$ cat config.mk
export PLATFORM = sky130hd
export DESIGN_NAME = sv39_user_page_walker
export DESIGN_NICKNAME = d
export VERILOG_FILES = /design/src/svw_pkg.sv /design/src/sv39_user_page_walker.sv /design/src/svw_front.sv /design/src/svw_fifo.sv /design/src/svw_back.sv
export SDC_FILE = /design/constraint.sdc
export NUM_CORES = 1
export LEC_CHECK = 0
export BUFFER_PORTS_ARGS = -buffer_cell sky130_fd_sc_hd__buf_2
export CAP_MARGIN = 10
export CORE_MARGIN = 3
export CORE_UTILIZATION = 54
export DETAILED_ROUTE_END_ITERATION = 7
export GPL_TIMING_DRIVEN = 0
export PLACE_DENSITY = 0.88
export SLEW_MARGIN = 20
export SYNTH_ARGS = -nofsm -noshare
export SYNTH_HDL_FRONTEND = slang
export SYNTH_SLANG_ARGS = --single-unit
$ cat constraint.sdc
create_clock -name clk -period 10.5 [get_ports clk]
set_input_delay 0 -clock clk [delete_from_list [all_inputs] [get_ports clk]]
set_output_delay 0 -clock clk [all_outputs]
set_load 0.02 [all_outputs]
$ cat src/svw_pkg.sv
// ----------------------------------------------------------------------------
// svw_pkg: shared types and constants of the sv39 user page walker
// Word layouts, queue entry, status and class codes, index helper.
// ----------------------------------------------------------------------------
package svw_pkg;

	localparam int PA_W = 56;
	localparam int VA_W = 38;
	localparam int PPN_W = 44;
	localparam int IDX_W = 9;
	localparam int OFS_W = 12;
	localparam int Q_DEPTH = 2;

	localparam logic OP_LOOKUP = 1'b0;
	localparam logic OP_RESPONSE = 1'b1;

	localparam logic KIND_READ = 1'b0;
	localparam logic KIND_ANSWER = 1'b1;

	localparam logic [1:0] ST_OK = 2'd0;
	localparam logic [1:0] ST_INVALID = 2'd1;
	localparam logic [1:0] ST_STATE = 2'd2;
	localparam logic [1:0] ST_NOT_MAPPED = 2'd3;

	localparam logic [1:0] ERR_NONE = 2'd0;
	localparam logic [1:0] ERR_STATE = 2'd1;

	localparam logic [1:0] LEVEL_ROOT = 2'd0;
	localparam logic [1:0] LEVEL_MID = 2'd1;
	localparam logic [1:0] LEVEL_LEAF = 2'd2;

	localparam logic CFG_ROOT = 1'b0;
	localparam logic CFG_LIVE = 1'b1;

	typedef struct packed {
		logic        op;
		logic [63:0] lookup_va;
		logic [63:0] entry_word;
		logic [1:0]  read_error;
	} in_word_t;

	typedef struct packed {
		logic            kind;
		logic [PA_W-1:0] read_address;
		logic [1:0]      status;
		logic [PA_W-1:0] xlat_pa;
		logic [3:0]      permissions;
	} out_word_t;

	typedef enum logic [2:0] {
		CLS_LK_START     = 3'd0,
		CLS_LK_INVALID   = 3'd1,
		CLS_LK_DEAD      = 3'd2,
		CLS_RSP_STATE    = 3'd3,
		CLS_RSP_INVALID  = 3'd4,
		CLS_RSP_UNMAPPED = 3'd5,
		CLS_RSP_ENTRY    = 3'd6
	} cls_t;

	typedef struct packed {
		cls_t             cls;
		logic [VA_W-1:0]  va;
		logic [PPN_W-1:0] base;
		logic [3:0]       perm;
		logic             ptr_ok;
		logic             leaf_ok;
	} cmd_t;

	function automatic logic [IDX_W-1:0] level_index(input logic [1:0] level,
			input logic [VA_W-1:0] va);
		logic [IDX_W-1:0] idx;
		case (level)
			LEVEL_ROOT: idx = {1'b0, va[37:30]};
			LEVEL_MID:  idx = va[29:21];
			default:    idx = va[20:12];
		endcase
		return idx;
	endfunction

endpackage

$ cat src/sv39_user_page_walker.sv
// ----------------------------------------------------------------------------
// sv39_user_page_walker: three-level sv39 user page-table walker
// Translates user virtual addresses by reading entries from outside memory.
// ----------------------------------------------------------------------------
// One input channel carries lookup requests and memory responses; one output
// channel carries memory read requests and final answers. A lookup either
// gets an immediate answer (invalid address, space not live) or a read of the
// root entry; each response then yields the next read or the answer.
// Responses that arrive while no walk is open are dropped without a word.
// The queue captures each input word, and the walk engine then registers the
// result that drives the output. One word a cycle is sustained while the
// output is not stalled. A full walk takes three memory round trips. The
// input queue holds QUEUE_DEPTH words; when it is full item_stall rises. A
// stalled output word holds and the engine waits, so stalls back up into the
// queue. Reset clears the configuration (root address zero, space not live),
// the queue and the walk; a lookup during a walk drops the old walk. The user
// must write configuration with cfg_write only while idle; the block itself
// does not enforce it.
// ----------------------------------------------------------------------------
module sv39_user_page_walker import svw_pkg::*; #(
	parameter int QUEUE_DEPTH = Q_DEPTH
) (
	input  logic            clk,
	input  logic            arst_n,
	input  logic            item_valid,
	output logic            item_stall,
	input  in_word_t        item,
	output logic            result_valid,
	input  logic            result_stall,
	output out_word_t       result,
	input  logic            cfg_write,
	input  logic            cfg_index,
	input  logic [PA_W-1:0] cfg_data
);

	logic [PA_W-1:0] root_q;
	logic            live_q;
	cmd_t            front_cmd;
	cmd_t            head_cmd;
	logic            q_full;
	logic            q_not_empty;
	logic            q_pop;
	logic            push;

	always_ff @(posedge clk or negedge arst_n) begin
		if (!arst_n) begin
			root_q <= '0;
			live_q <= 1'b0;
		end else if (cfg_write) begin
			case (cfg_index)
				CFG_ROOT: root_q <= cfg_data;
				CFG_LIVE: live_q <= cfg_data[0];
				default:  root_q <= root_q;
			endcase
		end
	end

	assign item_stall = q_full;
	assign push = item_valid && !q_full;

	svw_front u_front (
		.item (item),
		.live (live_q),
		.cmd  (front_cmd)
	);

	svw_fifo #(
		.DEPTH (QUEUE_DEPTH)
	) u_fifo (
		.clk       (clk),
		.arst_n    (arst_n),
		.push      (push),
		.push_cmd  (front_cmd),
		.full      (q_full),
		.pop       (q_pop),
		.head      (head_cmd),
		.not_empty (q_not_empty)
	);

	svw_back u_back (
		.clk          (clk),
		.arst_n       (arst_n),
		.cmd_valid    (q_not_empty),
		.cmd          (head_cmd),
		.cmd_pop      (q_pop),
		.root         (root_q),
		.result_valid (result_valid),
		.result_stall (result_stall),
		.result       (result)
	);

endmodule

$ cat src/svw_front.sv
// ----------------------------------------------------------------------------
// svw_front: word classifier
// Sorts each incoming word into lookup or response classes and checks entries.
// ----------------------------------------------------------------------------
module svw_front import svw_pkg::*; (
	input  in_word_t item,
	input  logic     live,
	output cmd_t     cmd
);

	logic [63:0] e;
	logic        high_clear;

	assign e = item.entry_word;
	assign high_clear = (e[63:54] == 10'd0);

	always_comb begin
		cmd.va = item.lookup_va[VA_W-1:0];
		cmd.base = e[53:10];
		cmd.perm = e[4:1];
		cmd.ptr_ok = high_clear && (e[9:0] == 10'h001);
		cmd.leaf_ok = high_clear && e[0] && e[4] && (e[3:1] != 3'd0) && !(e[2] && !e[1]);
		if (item.op == OP_LOOKUP) begin
			if (item.lookup_va[63:VA_W] != '0) begin
				cmd.cls = CLS_LK_INVALID;
			end else if (!live) begin
				cmd.cls = CLS_LK_DEAD;
			end else begin
				cmd.cls = CLS_LK_START;
			end
		end else begin
			if (item.read_error == ERR_STATE) begin
				cmd.cls = CLS_RSP_STATE;
			end else if (item.read_error != ERR_NONE) begin
				cmd.cls = CLS_RSP_INVALID;
			end else if (e == 64'd0) begin
				cmd.cls = CLS_RSP_UNMAPPED;
			end else begin
				cmd.cls = CLS_RSP_ENTRY;
			end
		end
	end

endmodule

$ cat src/svw_fifo.sv
// ----------------------------------------------------------------------------
// svw_fifo: command queue
// Small first-in first-out queue between the classifier and the walk engine.
// ----------------------------------------------------------------------------
module svw_fifo import svw_pkg::*; #(
	parameter int DEPTH = Q_DEPTH
) (
	input  logic clk,
	input  logic arst_n,
	input  logic push,
	input  cmd_t push_cmd,
	output logic full,
	input  logic pop,
	output cmd_t head,
	output logic not_empty
);

	localparam int PW = (DEPTH > 1) ? $clog2(DEPTH) : 1;
	localparam int CW = $clog2(DEPTH + 1);

	cmd_t          mem_q [DEPTH];
	logic [PW-1:0] wr_ptr_q;
	logic [PW-1:0] rd_ptr_q;
	logic [CW-1:0] count_q;

	assign full = (count_q == CW'(DEPTH));
	assign not_empty = (count_q != '0);
	assign head = mem_q[rd_ptr_q];

	always_ff @(posedge clk) begin
		if (push) begin
			mem_q[wr_ptr_q] <= push_cmd;
		end
	end

	always_ff @(posedge clk or negedge arst_n) begin
		if (!arst_n) begin
			wr_ptr_q <= '0;
			rd_ptr_q <= '0;
			count_q <= '0;
		end else begin
			if (push) begin
				wr_ptr_q <= (wr_ptr_q == PW'(DEPTH - 1)) ? '0 : wr_ptr_q + 1'b1;
			end
			if (pop) begin
				rd_ptr_q <= (rd_ptr_q == PW'(DEPTH - 1)) ? '0 : rd_ptr_q + 1'b1;
			end
			count_q <= count_q + CW'(push) - CW'(pop);
		end
	end

endmodule

$ cat src/svw_back.sv
// ----------------------------------------------------------------------------
// svw_back: walk engine
// Holds the walk state, forms read requests and answers, registers the result.
// ----------------------------------------------------------------------------
module svw_back import svw_pkg::*; (
	input  logic            clk,
	input  logic            arst_n,
	input  logic            cmd_valid,
	input  cmd_t            cmd,
	output logic            cmd_pop,
	input  logic [PA_W-1:0] root,
	output logic            result_valid,
	input  logic            result_stall,
	output out_word_t       result
);

	logic            busy_q;
	logic [1:0]      level_q;
	logic [VA_W-1:0] vaddr_q;
	logic            res_valid_q;
	out_word_t       res_q;

	logic            nxt_busy;
	logic [1:0]      nxt_level;
	logic            load_va;
	logic            emit;
	out_word_t       nxt_res;

	assign cmd_pop = cmd_valid && (!res_valid_q || !result_stall);
	assign result_valid = res_valid_q;
	assign result = res_q;

	always_comb begin
		nxt_busy = busy_q;
		nxt_level = level_q;
		load_va = 1'b0;
		emit = 1'b0;
		nxt_res = '0;
		nxt_res.kind = KIND_ANSWER;
		case (cmd.cls)
			CLS_LK_INVALID: begin
				emit = 1'b1;
				nxt_res.status = ST_INVALID;
			end
			CLS_LK_DEAD: begin
				emit = 1'b1;
				nxt_res.status = ST_STATE;
			end
			CLS_LK_START: begin
				emit = 1'b1;
				load_va = 1'b1;
				nxt_res.kind = KIND_READ;
				nxt_res.read_address = {root[PA_W-1:OFS_W], level_index(LEVEL_ROOT, cmd.va),
					3'b000};
			end
			CLS_RSP_STATE: begin
				emit = busy_q;
				nxt_res.status = ST_STATE;
			end
			CLS_RSP_INVALID: begin
				emit = busy_q;
				nxt_res.status = ST_INVALID;
			end
			CLS_RSP_UNMAPPED: begin
				emit = busy_q;
				nxt_res.status = ST_NOT_MAPPED;
			end
			CLS_RSP_ENTRY: begin
				emit = busy_q;
				if (level_q >= LEVEL_LEAF) begin
					if (cmd.leaf_ok) begin
						nxt_res.status = ST_OK;
						nxt_res.xlat_pa = {cmd.base, vaddr_q[OFS_W-1:0]};
						nxt_res.permissions = cmd.perm;
					end else begin
						nxt_res.status = ST_STATE;
					end
				end else if (cmd.ptr_ok) begin
					nxt_res.kind = KIND_READ;
					nxt_res.read_address = {cmd.base, level_index(level_q + 2'd1, vaddr_q),
						3'b000};
				end else begin
					nxt_res.status = ST_STATE;
				end
			end
			default: begin
				emit = 1'b0;
			end
		endcase
		if (emit) begin
			if (nxt_res.kind == KIND_ANSWER) begin
				nxt_busy = 1'b0;
				nxt_level = LEVEL_ROOT;
			end else if (load_va) begin
				nxt_busy = 1'b1;
				nxt_level = LEVEL_ROOT;
			end else begin
				nxt_level = level_q + 2'd1;
			end
		end
	end

	always_ff @(posedge clk) begin
		if (cmd_pop && load_va) begin
			vaddr_q <= cmd.va;
		end
		if (cmd_pop && emit) begin
			res_q <= nxt_res;
		end
	end

	always_ff @(posedge clk or negedge arst_n) begin
		if (!arst_n) begin
			busy_q <= 1'b0;
			level_q <= LEVEL_ROOT;
			res_valid_q <= 1'b0;
		end else begin
			if (cmd_pop) begin
				busy_q <= nxt_busy;
				level_q <= nxt_level;
				res_valid_q <= emit;
			end else if (!result_stall) begin
				res_valid_q <= 1'b0;
			end
		end
	end

`ifndef SYNTH
	a_idle_level: assert property (@(posedge clk) disable iff (!arst_n)
		!busy_q |-> level_q == LEVEL_ROOT)
		else $error("idle walker holds a nonzero level");

	a_level_range: assert property (@(posedge clk) disable iff (!arst_n)
		level_q <= LEVEL_LEAF)
		else $error("walk level beyond leaf");

	a_answer_ends: assert property (@(posedge clk) disable iff (!arst_n)
		(cmd_pop && emit && nxt_res.kind == KIND_ANSWER) |=> !busy_q)
		else $error("walk still busy after an answer");

	a_read_clean: assert property (@(posedge clk) disable iff (!arst_n)
		(result_valid && result.kind == KIND_READ) |->
		(result.status == ST_OK && result.permissions == 4'd0 &&
		result.xlat_pa == '0))
		else $error("read request carries answer fields");
`endif

endmodule
## Word-level counts from Yosys, hierarchy flattened

Memory sizes are Yosys's and may differ from the RTL's.
Cells that the tools add are included.

- Register bits after elaboration: 222
- Memory bits (writable): 182
- Memories kept: 1

- Add/subtract/negate cells: 5
- Magnitude comparators: 1
- Equal/unequal tests: 11
- Muxes and demuxes: 26
- Bitwise gates (word level): 1
- Reduce and logical (&&, ||, !) cells: 34

Memories:

| name | words | width | read ports | clocked after memory_dff | write ports | RTL line | source |
|---|---|---|---|---|---|---|---|
| u_fifo.mem_q | 2 | 91 | 1 | 0 | 1 | svw_fifo.sv:21 | `cmd_t mem_q [DEPTH];` |

Operators by type and width:

| kind | number |
|---|---|
| 2-to-1 mux 57 bit | 2 |
| case mux 57 bit (2 select lines) | 1 |
| zero test 64 bit | 1 |
| nonzero test 26 bit | 1 |
| case mux 9 bit (2 select lines) | 1 |
| 2-to-1 mux 2 bit | 7 |
| 2-to-1 mux 3 bit | 4 |
| equality test 10 x 1 -> 1 bit, second input constant | 1 |
| logical AND 1 bit | 10 |
| zero test 10 bit | 1 |
| equality test 3 bit, second input constant | 3 |
| 2-to-1 mux 1 bit | 9 |
| case mux 2 bit (4 select lines) | 1 |
| equality test 3 x 2 -> 1 bit, second input constant | 2 |
| AND reduction 2 bit | 3 |
| AND reduction 3 bit | 2 |
| nonzero test 2 bit | 3 |
| zero test 1 bit | 5 |
| equality test 2 x 1 -> 1 bit, second input constant | 2 |
| OR reduction 2 bit | 2 |
| OR reduction 4 bit | 1 |
| equality test 3 x 1 -> 1 bit, second input constant | 1 |
| zero test 3 bit | 1 |
| nonzero test 3 bit | 1 |
| 12 further kinds | 13 |

## Depth between registers and ports, before layout

- Word-level depth: 8
- Mapped depth: 8
- Gate-level depth less buffers: 8

## By module

Synthesis repeated with hierarchy kept, for this count alone.

- Cell total of the unflattened synthesis: 922
- Area total of the unflattened synthesis: 16,642.2 µm²

Modules (own cells, without submodules):

| module | times used | cells each | area each (µm²) |
|---|---|---|---|
| svw_fifo | 1 | 298 | 7,165.6 |
| svw_back | 1 | 366 | 6,194.7 |
| sv39_user_page_walker | 1 | 123 | 2,349.8 |
| svw_front | 1 | 135 | 932.1 |

## Worst setup path before layout

No wires, ideal clock.

- Path type: flip-flop to flip-flop
- From: register u_fifo.rd_ptr_q
- To: register u_back.level_q[0]
- Arrival: 7,572 ps
- Required time: 10,406 ps
- Setup slack: 2,834 ps
- Cell stages (with the launch flop): 7
- Path through: dfrtp_1 > buf_6 > mux2_2 > nand2_1 > o21ai_0 > a21oi_1 > mux2_2

- Cells in the longest elaborated chain, start to end: 5

Ends and longest elaborated chain:

| what | RTL line | source |
|---|---|---|
| start: declaration | svw_fifo.sv:23 | `logic [PW-1:0] rd_ptr_q;` |
| start signal: assignment | svw_fifo.sv:46 | `rd_ptr_q <= (rd_ptr_q == PW'(DEPTH - 1)) ? '0 : rd_ptr_q + 1'b1;` |
| memory read (2 x 91 bit) * | n/a |  |
| equality test 3 x 2 -> 1 bit (tied with other cells) | svw_back.sv:40 | `case (cmd.cls)` |
| OR reduction 4 bit (no source line) (tied with other cells) | n/a |  |
| case mux 1 bit (2 select lines) (tied with other cells) | svw_back.sv:40 |  |
| AND reduction 2 bit (no source line) or 2-to-1 mux 2 bit (tied branches) | n/a |  |
| end signal: assignment | svw_back.sv:120 | `level_q <= nxt_level;` |
| end: declaration | svw_back.sv:18 | `logic [1:0] level_q;` |

Mark *: on every way between the ends. The rest lies on a longest branch, timed or not.
A chain may end at the register's enable or synchronous reset.

==> impl_metrics.json <==
{
  "outcome": "completed",
  "io_buffer_count": 299,
  "nNetsFinal": 1550,
  "yosysUniqueCellTypes": 40,
  "antenna_found_initial": 1,
  "via_count": 9612,
  "syn_area_sq_um": 14730,
  "placed_cell_area_sq_um": 17020,
  "worst_slack_ns": 7.914,
  "track_usage": 0.2744,
  "crit_start": "u_fifo.rd_ptr_q",
  "place_inst": 1500,
  "first_pass_iters": 6,
  "hold_start": "item[114]",
  "worst_pin_slew_ns": 1.117,
  "maxSlewViolCount": 0,
  "powerDensity_nw_per_um2": 278.6,
  "die_x_um": 171.2,
  "drt-initial-drc-count": 1018,
  "r2r_start": "u_fifo.rd_ptr_q",
  "clockBufferDepth": 3,
  "wl_um": 41260,
  "ir_worst_vdd_mv": 0.2198,
  "required_ns": 10.85,
  "path_class": "register to register",
  "routedWlPerCell_um": 24.03,
  "grt_pass1_wl_um": 59880,
  "hpwl_um": 24710,
  "grt_max_degree": 38,
  "cp-start-kind": "register",
  "leakage_nw": 7.740,
  "yosysSeqAreaShare": 0.7748,
  "hold_ws_ns": 0.02452,
  "critical_path.endpoint_type": "register",
  "pre_cts_ws_ns": 7.981,
  "io_pins": 314,
  "finalHoldViolations": 0,
  "worst_ep_arrival_time_ns": 2.93,
  "min_period_ns": 2.586,
  "fin_util": 0.7469,
  "rows": 59,
  "regToRegSetupSlack_ns": 7.91,
  "place.gp.congestion": 0.8246,
  "setup_viol": 0,
  "skew_ns": 0.02250,
  "area_delta_synth_final_pct": 33.98,
  "grt_remaining_overflow": 0,
  "period_share": 0.2463,
  "drc": 0,
  "cts-buffers-inserted": 40,
  "min_path_type": "input port to register",
  "ant_nets": 0,
  "rsz0062_at_grt": "no",
  "core_area_sq_um": 26430,
  "synth_area_per_cell_sq_um": 17.33,
  "die_area_sq_um": 29300,
  "viasPerCell": 5.598,
  "grt_pass1_vias": 10323,
  "tns_ns": 0,
  "stdcell_area_sq_um": 19740,
  "htreeDepth": 2,
  "instances_no_fill": 1717,
  "fillers": 1489,
  "cts_root_buffer": "clkbuf_16",
  "fmax_mhz": 386.7,
  "crit_fanout": 10,
  "fin_total_pwr_mw": 5.501,
  "drive_above_1_share": 0.3794,
  "synthCells": 850,
  "postCtsHoldBufs": 145,
  "maxCapViolCount": 0,
  "max_slew_margin": 0.2552,
  "post_cts_buffers": 0,
  "die_y_um": 171.2,
  "insertion_delay_ns": 0.53,
  "start_util": 0.5575,
  "clock-sinks": 389,
  "ys_ff_latch": 389,
  "clkTransAtPathRegs_ns": 0.07,
  "synth_warnings": 0,
  "cts_tree": "built",
  "ctsResizeCount": 0
}
-- cell type report --
| type | instances | area [sq um] | area share |
|---|---|---|---|
| multi-input combinational | 414 | 3099 | 0.1570 |
| clock buffer | 53 | 1101 | 0.05578 |
| inverter | 9 | 33.78 | 0.001711 |
| tap | 335 | 419.2 | 0.02123 |
| antenna | 1 | 2.502 | 0.0001268 |
| sequential | 389 | 11420 | 0.5783 |
| clock inverter | 18 | 151.4 | 0.007669 |
| timing repair buffer | 458 | 3293 | 0.1668 |
| buffer | 40 | 224.0 | 0.01135 |
-- routing by layer --
metal	share of wire	vias to the layer above	GRT usage	wire length (um)
met1	0.37	4768	0.3248	15110
li1	-	4222	-	-
met5	0	-	0	0
met3	0.071	92	0.05033	2923
met4	0.033	0	0.09412	1375
met2	0.53	530	0.5057	21850
-- cell usage after synthesis --
cell	n	share of area
edfxtp_1	336	0.68
mux2_2	87	0.066
nand2_1	63	0.016
nor2_1	62	0.016
dfrtp_1	53	0.090
mux2i_1	51	0.035
o21ai_2	40	0.024
o21ai_0	27	0.0092
nor4_1	19	0.0081
clkbuf_1	16	0.0041
and2_1	13	0.0055
inv_1	9	0.0023
a221o_1	8	0.0054
buf_2	8	0.0027
buf_6	7	0.0054
buf_1	6	0.0015
ha_1	5	0.0042
a21oi_1	4	0.0014
nand4_1	4	0.0017
xnor2_1	4	0.0024
and3_1	3	0.0013
buf_4	3	0.0015
nand3_1	3	0.0010
nor2b_1	2	0.00085
or4_1	2	0.0010
a21boi_0	1	0.00051
a21o_1	1	0.00051
a2bb2oi_1	1	0.00059
conb_1	1	0.00025
mux2_1	1	0.00076
mux2i_4	1	0.0015
nand3_2	1	0.00068
nor3_1	1	0.00034
nor4b_1	1	0.00059
o21ai_1	1	0.00034
o22a_1	1	0.00059
o22ai_1	1	0.00042
o31a_1	1	0.00059
or2_1	1	0.00042
or4_4	1	0.00076
-- worst max-delay path: stages, from the launching register on --
cell      delay (ns)
dfrtp_1         0.34
buf_6           0.13
buf_6           0.16
mux2i_1         0.40
and3_1          0.22
buf_2           0.23
clkbuf_1        0.65
nand2_1         0.16
o21ai_2         0.13
-- final timing paths --
check | to | cells after the start
min in group asynchronous | root_q[27] | 4
max reg2reg | u_back.result[104] | 8
min reg2reg | root_q[49] | 1
max in group asynchronous | u_fifo.count_q[1] | 4
max | u_back.result[104] | 8
min | u_fifo.mem_q[0][89] | 6
-- sequential cells by signal (all words and copies together), names as in the netlist --
| name | cells |
|---|---|
| live_q | 1 |
| root_q | 44 |
| u_back.busy_q | 1 |
| u_back.level_q | 2 |
| u_back.result | 116 |
| u_back.result_valid | 1 |
| u_back.vaddr_q | 38 |
| u_fifo.count_q | 2 |
| u_fifo.mem_q | 182 |
| u_fifo.rd_ptr_q | 1 |
| u_fifo.wr_ptr_q | 1 |
-- logic make-up (layout without fill, tap and decap cells) --
logic type / Yosys count / in the layout / synth area share
flip-flops: 389 / 389 / 0.7748
AND/OR/NAND/NOR: 176 / 176 / 0.05409
multiplexers: 140 / 140 / 0.1034
AO/OA/AOI/OAI: 86 / 86 / 0.04331
buffers and inverters: 49 / 578 / 0.01749
adder cells (fa/ha/maj): 5 / 5 / 0.004246
XOR/XNOR: 4 / 4 / 0.002377
other: 1 / 4 / 0.0002545
-- cell usage in the layout, fill, tap and decap left out, drive strengths merged, types with 2 or more instances in the layout --
cell           n
a21oi          4
a221o          8
and2          13
and3           3
buf          338
bufinv         2
clkbuf        69
clkinv        12
clkinvlp       2
conb           3
dfrtp         53
dlygate4sd3  144
edfxtp       336
ha             5
inv           11
mux2          88
mux2i         52
nand2         63
nand3          4
nand4          4
nor2          62
nor2b          2
nor4          19
o21ai         68
or4            3
xnor2          4
-- report_power, final --
| part | internal (mW) | total (mW) | leakage, nW | switching, mW |
|---|---|---|---|---|
| Sequential | 2.27 | 2.43 | 3.80 | 0.159 |
| Combinational | 0.614 | 1.70 | 3.33 | 1.09 |
| Clock | 0.789 | 1.37 | 0.613 | 0.579 |
| Total | 3.67 | 5.50 | 7.74 | 1.83 |
No activity file was read; power rests on OpenSTA's default activity.
